<file path="src/rtl/mfb_pkg.sv">
// Shared types, sizes and action codes for the monochrome framebuffer engine.
package mfb_pkg;

  // Store geometry.
  localparam int WIDTH     = 32;
  localparam int HEIGHT    = 8;
  localparam int BANK_COLS = 16;

  // A single flush emits at most this many column bytes.
  localparam int MAX_FLUSH = 16;
  localparam int FLUSH_CNT = (BANK_COLS > MAX_FLUSH) ? MAX_FLUSH : BANK_COLS;

  // Index widths into the store.
  localparam int COL_W = $clog2(WIDTH);
  localparam int ROW_W = (HEIGHT > 1) ? $clog2(HEIGHT) : 1;

  // Longest glyph row in pixels.
  localparam logic [3:0] GLYPH_MAX = 4'd8;

  // Action codes.
  localparam logic [2:0] ACT_SET   = 3'd0;
  localparam logic [2:0] ACT_GET   = 3'd1;
  localparam logic [2:0] ACT_CLEAR = 3'd2;
  localparam logic [2:0] ACT_GLYPH = 3'd3;
  localparam logic [2:0] ACT_FLUSH = 3'd4;

  // One input item.
  typedef struct packed {
    logic [2:0] action;
    logic [7:0] x_pos;
    logic [7:0] y_pos;
    logic       pixel_value;
    logic [7:0] glyph_bits;
    logic [3:0] glyph_width;
    logic       bank_select;
  } mfb_in_t;

  // One result item.
  typedef struct packed {
    logic       read_pixel;
    logic [7:0] column_byte;
    logic [7:0] next_x;
    logic       last_item;
  } mfb_out_t;

  // Sequencer states.
  typedef enum logic [3:0] {
    ST_IDLE  = 4'b0001,
    ST_GLYPH = 4'b0010,
    ST_CLEAR = 4'b0100,
    ST_FLUSH = 4'b1000
  } mfb_state_t;

endpackage

</file>
<file path="src/rtl/mono_framebuffer_engine_unit.sv">
// Monochrome framebuffer: pixel store, pixel and row write unit and action sequencer.
// Set pixel writes on acceptance; get pixel returns its item in the cycle after
// acceptance. Draw glyph row returns next_x likewise, then writes one pixel per cycle
// (up to 8). Clear sweeps one row per cycle; flush emits one column per unstalled cycle.
// All timing is set by the one shared pixel write port and the single output register.
// Synchronous active-low reset clears the store and the sequencer at once.
module mono_framebuffer_engine_unit
  import mfb_pkg::*;
(
  input  logic     clk,
  input  logic     rst_n,
  input  logic     in_valid,
  output logic     in_stall,
  input  mfb_in_t  in_item,
  output logic     out_valid,
  input  logic     out_stall,
  output mfb_out_t out_item
);

  localparam logic [ROW_W-1:0] CLR_LAST   = ROW_W'(HEIGHT - 1);
  localparam logic [3:0]       FLUSH_LAST = 4'(FLUSH_CNT - 1);

  // Pixel store: bit x of row y is column x.
  logic [WIDTH-1:0] pixel_rows_r [HEIGHT];

  mfb_state_t       state_r, state_nxt;
  logic             out_valid_r, out_valid_nxt;
  mfb_out_t         out_data_r, out_data_nxt;

  // Glyph walk registers.
  logic [COL_W-1:0] gcol_r, gcol_nxt;
  logic [ROW_W-1:0] grow_r, grow_nxt;
  logic [7:0]       gbits_r, gbits_nxt;
  logic [3:0]       gleft_r, gleft_nxt;

  // Clear sweep and flush counters.
  logic [ROW_W-1:0] clr_idx_r, clr_idx_nxt;
  logic [7:0]       fcol_r, fcol_nxt;
  logic [3:0]       fidx_r, fidx_nxt;

  // Shared write unit controls.
  logic             wr_en, wr_clr, wr_val;
  logic [ROW_W-1:0] wr_row;
  logic [COL_W-1:0] wr_col;

  logic             out_free, accept, in_range, get_bit, col_ok, flush_last;
  logic [7:0]       room, glyph_n8, col_byte;
  logic [3:0]       w_sat, glyph_n;

  // Output register can take a new item when empty or being drained.
  assign out_free  = !out_valid_r || !out_stall;
  assign in_stall  = (state_r != ST_IDLE) || !out_free;
  assign accept    = in_valid && !in_stall;
  assign out_valid = out_valid_r;
  assign out_item  = out_data_r;

  // Coordinate check and single-pixel read for the current item.
  assign in_range = (in_item.x_pos < 8'(WIDTH)) && (in_item.y_pos < 8'(HEIGHT));
  assign get_bit  = in_range &&
                    pixel_rows_r[in_item.y_pos[ROW_W-1:0]][in_item.x_pos[COL_W-1:0]];

  // Glyph length clipped to eight pixels and to the room left in the row.
  assign w_sat    = (in_item.glyph_width > GLYPH_MAX) ? GLYPH_MAX : in_item.glyph_width;
  assign room     = 8'(WIDTH) - in_item.x_pos;
  assign glyph_n8 = ({4'd0, w_sat} < room) ? {4'd0, w_sat} : room;
  assign glyph_n  = glyph_n8[3:0];

  // Flush column gather: one column of all rows at once.
  assign col_ok     = fcol_r < 8'(WIDTH);
  assign flush_last = (fidx_r == FLUSH_LAST);
  always_comb begin
    col_byte = '0;
    for (int r = 0; r < HEIGHT; r++) begin
      col_byte[r] = col_ok && pixel_rows_r[r][fcol_r[COL_W-1:0]];
    end
  end

  // Sequencer.
  always_comb begin
    state_nxt     = state_r;
    out_valid_nxt = out_valid_r && out_stall;
    out_data_nxt  = out_data_r;
    gcol_nxt      = gcol_r;
    grow_nxt      = grow_r;
    gbits_nxt     = gbits_r;
    gleft_nxt     = gleft_r;
    clr_idx_nxt   = clr_idx_r;
    fcol_nxt      = fcol_r;
    fidx_nxt      = fidx_r;
    wr_en         = 1'b0;
    wr_clr        = 1'b0;
    wr_val        = 1'b0;
    wr_row        = in_item.y_pos[ROW_W-1:0];
    wr_col        = in_item.x_pos[COL_W-1:0];

    unique case (state_r)
      ST_IDLE: begin
        if (accept) begin
          unique case (in_item.action)
            ACT_SET: begin
              wr_en  = in_range;
              wr_val = in_item.pixel_value;
            end
            ACT_GET: begin
              out_valid_nxt = 1'b1;
              out_data_nxt  = '{read_pixel: get_bit, column_byte: 8'd0,
                                next_x: 8'd0, last_item: 1'b1};
            end
            ACT_CLEAR: begin
              clr_idx_nxt = '0;
              state_nxt   = ST_CLEAR;
            end
            ACT_GLYPH: begin
              out_valid_nxt = 1'b1;
              out_data_nxt  = '{read_pixel: 1'b0, column_byte: 8'd0,
                                next_x: in_range ? (in_item.x_pos + {4'd0, w_sat} + 8'd1)
                                                 : in_item.x_pos,
                                last_item: 1'b1};
              gcol_nxt  = in_item.x_pos[COL_W-1:0];
              grow_nxt  = in_item.y_pos[ROW_W-1:0];
              gbits_nxt = in_item.glyph_bits;
              gleft_nxt = glyph_n;
              if (in_range && glyph_n != 4'd0) begin
                state_nxt = ST_GLYPH;
              end
            end
            ACT_FLUSH: begin
              fcol_nxt  = in_item.bank_select ? 8'(BANK_COLS) : 8'd0;
              fidx_nxt  = '0;
              state_nxt = ST_FLUSH;
            end
            default: begin
            end
          endcase
        end
      end
      ST_GLYPH: begin
        // One glyph pixel per cycle through the shared write port.
        wr_en     = 1'b1;
        wr_row    = grow_r;
        wr_col    = gcol_r;
        wr_val    = gbits_r[7];
        gcol_nxt  = gcol_r + COL_W'(1);
        gbits_nxt = {gbits_r[6:0], 1'b0};
        gleft_nxt = gleft_r - 4'd1;
        if (gleft_r == 4'd1) begin
          state_nxt = ST_IDLE;
        end
      end
      ST_CLEAR: begin
        // One row cleared per cycle.
        wr_clr      = 1'b1;
        wr_row      = clr_idx_r;
        clr_idx_nxt = clr_idx_r + ROW_W'(1);
        if (clr_idx_r == CLR_LAST) begin
          state_nxt = ST_IDLE;
        end
      end
      ST_FLUSH: begin
        // One column byte per cycle while the output register has room.
        if (out_free) begin
          out_valid_nxt = 1'b1;
          out_data_nxt  = '{read_pixel: 1'b0, column_byte: col_byte,
                            next_x: 8'd0, last_item: flush_last};
          fcol_nxt      = fcol_r + 8'd1;
          fidx_nxt      = fidx_r + 4'd1;
          if (flush_last) begin
            state_nxt = ST_IDLE;
          end
        end
      end
      default: begin
        state_nxt = ST_IDLE;
      end
    endcase
  end

  // Control registers.
  always_ff @(posedge clk) begin
    if (!rst_n) begin
      state_r     <= ST_IDLE;
      out_valid_r <= 1'b0;
    end else begin
      state_r     <= state_nxt;
      out_valid_r <= out_valid_nxt;
    end
  end

  // Payload and counter registers.
  always_ff @(posedge clk) begin
    out_data_r <= out_data_nxt;
    gcol_r     <= gcol_nxt;
    grow_r     <= grow_nxt;
    gbits_r    <= gbits_nxt;
    gleft_r    <= gleft_nxt;
    clr_idx_r  <= clr_idx_nxt;
    fcol_r     <= fcol_nxt;
    fidx_r     <= fidx_nxt;
  end

  // Shared write unit on the pixel store.
  always_ff @(posedge clk) begin
    if (!rst_n) begin
      for (int r = 0; r < HEIGHT; r++) begin
        pixel_rows_r[r] <= '0;
      end
    end else if (wr_clr) begin
      pixel_rows_r[wr_row] <= '0;
    end else if (wr_en) begin
      pixel_rows_r[wr_row][wr_col] <= wr_val;
    end
  end

`ifndef SYNTHESIS
  // An accepted clear always starts the row sweep.
  assert property (@(posedge clk) disable iff (!rst_n)
    accept && (in_item.action == ACT_CLEAR) |=> (state_r == ST_CLEAR))
    else $error("clear did not start the sweep");

  // The last row of the sweep is zeroed and the sequencer returns to idle.
  assert property (@(posedge clk) disable iff (!rst_n)
    (state_r == ST_CLEAR) && (clr_idx_r == CLR_LAST) |=>
      (pixel_rows_r[CLR_LAST] == '0) && (state_r == ST_IDLE))
    else $error("clear sweep left pixels set");

  // The final flush column carries last_item and returns the sequencer to idle.
  assert property (@(posedge clk) disable iff (!rst_n)
    (state_r == ST_FLUSH) && out_free && flush_last |=>
      (state_r == ST_IDLE) && out_valid_r && out_data_r.last_item)
    else $error("flush did not end on its last column");

  // A glyph walk always has between one and eight pixels left.
  assert property (@(posedge clk) disable iff (!rst_n)
    (state_r == ST_GLYPH) |-> (gleft_r != 4'd0) && (gleft_r <= GLYPH_MAX))
    else $error("glyph pixel count out of bounds");
`endif

endmodule
</file>
<file path="config.mk">
export PLATFORM = sky130hd
export DESIGN_NAME = mono_framebuffer_engine_unit
export DESIGN_NICKNAME = d
export VERILOG_FILES = /design/src/rtl/mfb_pkg.sv /design/src/rtl/mono_framebuffer_engine_unit.sv
export SDC_FILE = /design/constraint.sdc
export NUM_CORES = 1
export LEC_CHECK = 0
export BUFFER_PORTS_ARGS = -buffer_cell sky130_fd_sc_hd__buf_2
export CORE_MARGIN = 5
export CORE_UTILIZATION = 50
export CTS_CLUSTER_DIAMETER = 100
export DETAILED_ROUTE_END_ITERATION = 7
export GPL_TIMING_DRIVEN = 0
export HOLD_SLACK_MARGIN = 0.05
export PLACE_DENSITY = 0.69
export SLEW_MARGIN = 20
export SYNTH_ARGS = -nofsm -noshare
export SYNTH_HDL_FRONTEND = slang
export SYNTH_SLANG_ARGS = --single-unit
export TNS_END_PERCENT = 20
</file>
<file path="constraint.sdc">
create_clock -name clk -period 7.73 [get_ports clk]
set_input_delay 2.319 -clock clk [delete_from_list [all_inputs] [get_ports clk]]
set_output_delay 2.319 -clock clk [all_outputs]
set_load 0.01 [all_outputs]
</file>
==> insert_results.sql <==
INSERT INTO impl_metrics (metric_group, metric, value, unit) VALUES
('run_status', 'run_status', 'completed', ''),
('place', 'place_ws', '1.23', 'ns'),
('floorplan', 'die_area', '0.0409', 'mm²'),
('clock_tree', 'number_of_clock_buffers_inserted_by_tritoncts', '36', ''),
('worst_setup_path', 'startpoint_type', 'input port', ''),
('sta', 'drv_slew', '0', ''),
('drt', 'sum_of_met3_wire_segment_lengths_after_detailed_routing', '11800', 'µm'),
('drt', 'detail_route.wirelength.met1', '27700', 'µm'),
('floorplan', 'die_x', '202', 'µm'),
('final_layout', 'final-instance-count-excl-fill', '2269', ''),
('floorplan', 'placement_row_count', '70', ''),
('clock_tree', 'cts.repair_timing.setup_buffer_count', '0', ''),
('clock_tree', 'clock_root_cell', 'sky130_fd_sc_hd__clkbuf_16', ''),
('sta', 'period_share', '80.7', '%'),
('worst_setup_path', 'end_kind', 'flop', ''),
('floorplan', 'chipHeight', '202', 'µm'),
('worst_setup_path', 'worst_path_max_delay_cell', 'sky130_fd_sc_hd__buf_1', ''),
('logic_synthesis', 'synth.net_count', '1727', ''),
('sta', 'timing.final.hold_violations', '0', ''),
('grt', 'grt_first_pass_wirelength', '109000', 'µm'),
('power_and_ir_drop', 'maximum_vdd_ir_drop', '157', 'µV'),
('flow_run', 'max_cap_violations', '0', ''),
('clock_tree', 'cts_resized', '0', ''),
('clock_tree', 'cts_tree', 'built', ''),
('logic_synthesis', 'average_size_of_a_mapped_cell', '11.0', 'µm²'),
('worst_setup_path', 'cp_data_required_time', '8.15', 'ns'),
('floorplan', 'effective_utilization_at_floorplan', '50.6', '%'),
('sta', 'rsz_0062_raised_after_global_routing', 'false', ''),
('place', 'place.port_buffers', '56', ''),
('logic_synthesis', 'ys.warnings.count', '0', ''),
('drt', 'detailroute.wirelength.met2', '32100', 'µm'),
('logic_synthesis', 'number_of_enable_flip_flop_cells_after_synthesis', '309', ''),
('logic_synthesis', 'synth.yosys.seq_area_share', '50.8', '%'),
('grt', 'grt_overflow_total', '0', ''),
('clock_tree', 'htree_levels', '2', ''),
('grt', 'antenna_found_initial', '3', ''),
('drt', 'final_routed_wirelength_across_all_metal_layers', '76900', 'µm'),
('clock_tree', 'clock_latency', '0.57', 'ns'),
('logic_synthesis', 'synth.cell_area', '0.0185', 'mm²'),
('sta', 'slew-limit-headroom', '16.4', '%'),
('clock_tree', 'clkTransAtPathRegs', '0.06', 'ns'),
('worst_setup_path', 'timing.critical_path.fanout_max', '10', ''),
('drt', 'avgRoutedWirePerCell', '33.9', 'µm'),
('place', 'hpwlAfterDp', '55200', 'µm'),
('drt', 'drt_first_iter_violations', '2927', ''),
('worst_setup_path', 'path_class', 'in2reg', ''),
('drt', 'route.detailed.vias_per_inst', '7.15', ''),
('drt', 'postRouteAntennaNets', '0', ''),
('drt', 'uppermost_routed_layer', 'met5', ''),
('power_and_ir_drop', 'power.density_cell_area', '203', 'mW/mm²'),
('logic_synthesis', 'netlist_instances', '1674', ''),
('logic_synthesis', 'synth_async_sr_flop_share', '0', '%'),
('drt', 'route.detailed.drc', '0', ''),
('grt', 'tot_gr_track_use', '36.7', '%'),
('logic_synthesis', 'synth.distinct_cells', '61', ''),
('final_layout', 'fin_nets', '1825', ''),
('clock_tree', 'cts-hold-fix-buffers', '0', ''),
('worst_setup_path', 'critical_path.cell_chain', 'buf_2 -> clkbuf_1 -> buf_2 -> buf_1 -> buf_1 -> nand3_1 -> a31oi_1 -> nor4_1 -> nor4_1 -> a31o_2', ''),
('sta', 'max_slew.worst_pin.slew', '1.25', 'ns'),
('sta', 'postLayoutSetupSlackWorst', '1.49', 'ns'),
('clock_tree', 'cts-root-to-sink-buffers', '3', ''),
('hold_path', 'worstHoldPathType', 'reg2reg', ''),
('worst_setup_path', 'worst-endpoint-arrival', '6.66', 'ns'),
('place', 'numPlacedInstances', '2202', ''),
('final_layout', 'post_route_cells_drive_above_1_share', '16.2', '%'),
('grt', 'vias_in_the_first_global_route', '15500', ''),
('power_and_ir_drop', 'power_leakage', '0.00711', 'µW'),
('clock_tree', 'numClockSinks', '314', ''),
('place', 'placer_congestion_estimate', '1.07', ''),
('sta', 'tns', '0', 'ns'),
('sta', 'shortest_clock_period_the_worst_path_allows_after_layout', '6.24', 'ns');
==> per-layer routing <==
layer  vias to the layer above  GRT usage (%)
met5                         -              0
met4                         2           19.6
met3                       323           12.6
met2                      1514           53.2
met1                      7903           49.0
li1                       6483              -
==> cell usage in the layout, fill, tap and decap left out, drive strengths merged, types with 4 or more instances in the layout <==
cell / netlist / routed
nor3: 6 / 6
xor2: 6 / 6
nor4: 6 / 6
a221oi: 33 / 33
nor3b: 4 / 4
a211oi: 8 / 8
a22oi: 19 / 19
a21oi: 53 / 53
clkinv: 2 / 13
and3: 6 / 6
mux2i: 85 / 85
ha: 16 / 16
dfxtp: 5 / 5
inv: 14 / 17
clkbuf: 110 / 155
o21a: 5 / 5
bufinv: 0 / 5
a311oi: 8 / 8
nor4b: 6 / 6
nand4: 5 / 5
buf: 48 / 108
o21ai: 289 / 289
xnor2: 15 / 15
a31oi: 12 / 12
nor2: 305 / 305
edfxtp: 309 / 309
mux2: 4 / 4
nand3: 21 / 21
mux4: 93 / 93
nand2: 114 / 114
nor2b: 15 / 15
and2: 11 / 11
nand2b: 4 / 4
==> cell type report <==
| cell class | count | area (µm²) | area share [%] |
|---|---|---|---|
| antenna | 1 | 2.50 | 0.0121 |
| timing repair buffer | 60 | 323 | 1.57 |
| buffer | 158 | 706 | 3.43 |
| multi-input combinational | 1186 | 8350 | 40.5 |
| tap | 468 | 586 | 2.84 |
| sequential | 314 | 9380 | 45.5 |
| clock inverter | 21 | 240 | 1.17 |
| inverter | 16 | 60.1 | 0.292 |
| clock buffer | 45 | 956 | 4.64 |
==> worst max-delay path: cells and delay by family <==
kind	cells	cell delay [ns]
compound gates	2	0.52
buf+inv	5	2.96
simple gates	3	0.83
==> power breakdown <==
group | switching (µW) | leakage [µW] | internal [µW]
Combinational | 304 | 0.00336 | 140
Clock | 737 | 0.000581 | 1050
Sequential | 35.4 | 0.00317 | 1920
==> state kept, by name (all words and copies together), names as in the netlist <==
signal / cells
gcol_r: 5
grow_r: 3
gleft_r: 4
pixel_rows_r: 256
fcol_r: 8
clr_idx_r: 3
out_valid: 1
state_r: 4
out_item: 18
gbits_r: 8
fidx_r: 4
==> Yosys cell counts, types with 8 or more instances <==
cell type                  number  area [µm²]
sky130_fd_sc_hd__nand2_4       16         180
sky130_fd_sc_hd__buf_1         14        52.6
sky130_fd_sc_hd__and2_1        10        62.6
sky130_fd_sc_hd__ha_1          16         200
sky130_fd_sc_hd__o21ai_0      278        1390
sky130_fd_sc_hd__mux2i_1       85         851
sky130_fd_sc_hd__edfxtp_1     309        9280
sky130_fd_sc_hd__nor2_1       295        1110
sky130_fd_sc_hd__a31oi_1       12        75.1
sky130_fd_sc_hd__a221oi_1      33         289
sky130_fd_sc_hd__nand3_1       21         105
sky130_fd_sc_hd__buf_4          9        67.6
sky130_fd_sc_hd__inv_1         14        52.6
sky130_fd_sc_hd__a211oi_1       8        60.1
sky130_fd_sc_hd__nand2_1       98         368
sky130_fd_sc_hd__a22oi_1       19         143
sky130_fd_sc_hd__buf_2         18        90.1
sky130_fd_sc_hd__nor2b_1       15        93.8
sky130_fd_sc_hd__clkbuf_1     110         413
sky130_fd_sc_hd__a311oi_1       8        70.1
sky130_fd_sc_hd__xnor2_1       15         131
sky130_fd_sc_hd__mux4_2        93        2090
sky130_fd_sc_hd__o21ai_1       11        55.1
sky130_fd_sc_hd__nor2_2        10        62.6
sky130_fd_sc_hd__a21oi_1       53         265
==> cells by family after synthesis <==
kind of cell             share of synthesized area (%)
AND/OR/NAND/NOR                                   12.8
adder cells (fa/ha/maj)                           1.14
multiplexers                                      16.2
buffers and inverters                             4.12
flip-flops                                        50.8
XOR/XNOR                                         0.996
AO/OA/AOI/OAI                                     14.0
==> path summary, 6_finish.rpt <==
kind / slack, ns / startpoint / cells past startpoint / endpoint
setup / recovery: 1.49 / in_item[16] / 10 / out_item[17]
hold reg to reg: 0.51 / gbits_r[3] / 2 / gbits_r[4]
setup reg to reg: 3.60 / fcol_r[0] / 7 / out_item[16]
hold / removal: 0.51 / gbits_r[3] / 2 / gbits_r[4]
==> per-stage QoR <==
step	total power, µW	hold WS (ns)	util (%)	instance area, µm²
2_1_floorplan	2220	0.484	-	18500
5_1_grt	4260	0.535	56.4	20600
6_report	4190	0.511	56.4	20600
3_5_place_dp	2410	0.498	53.1	19400
3_3_place_gp	2400	0.493	52.9	19300
4_1_cts	4160	0.515	56.4	20600
Power figures use the tool's default switching activity.
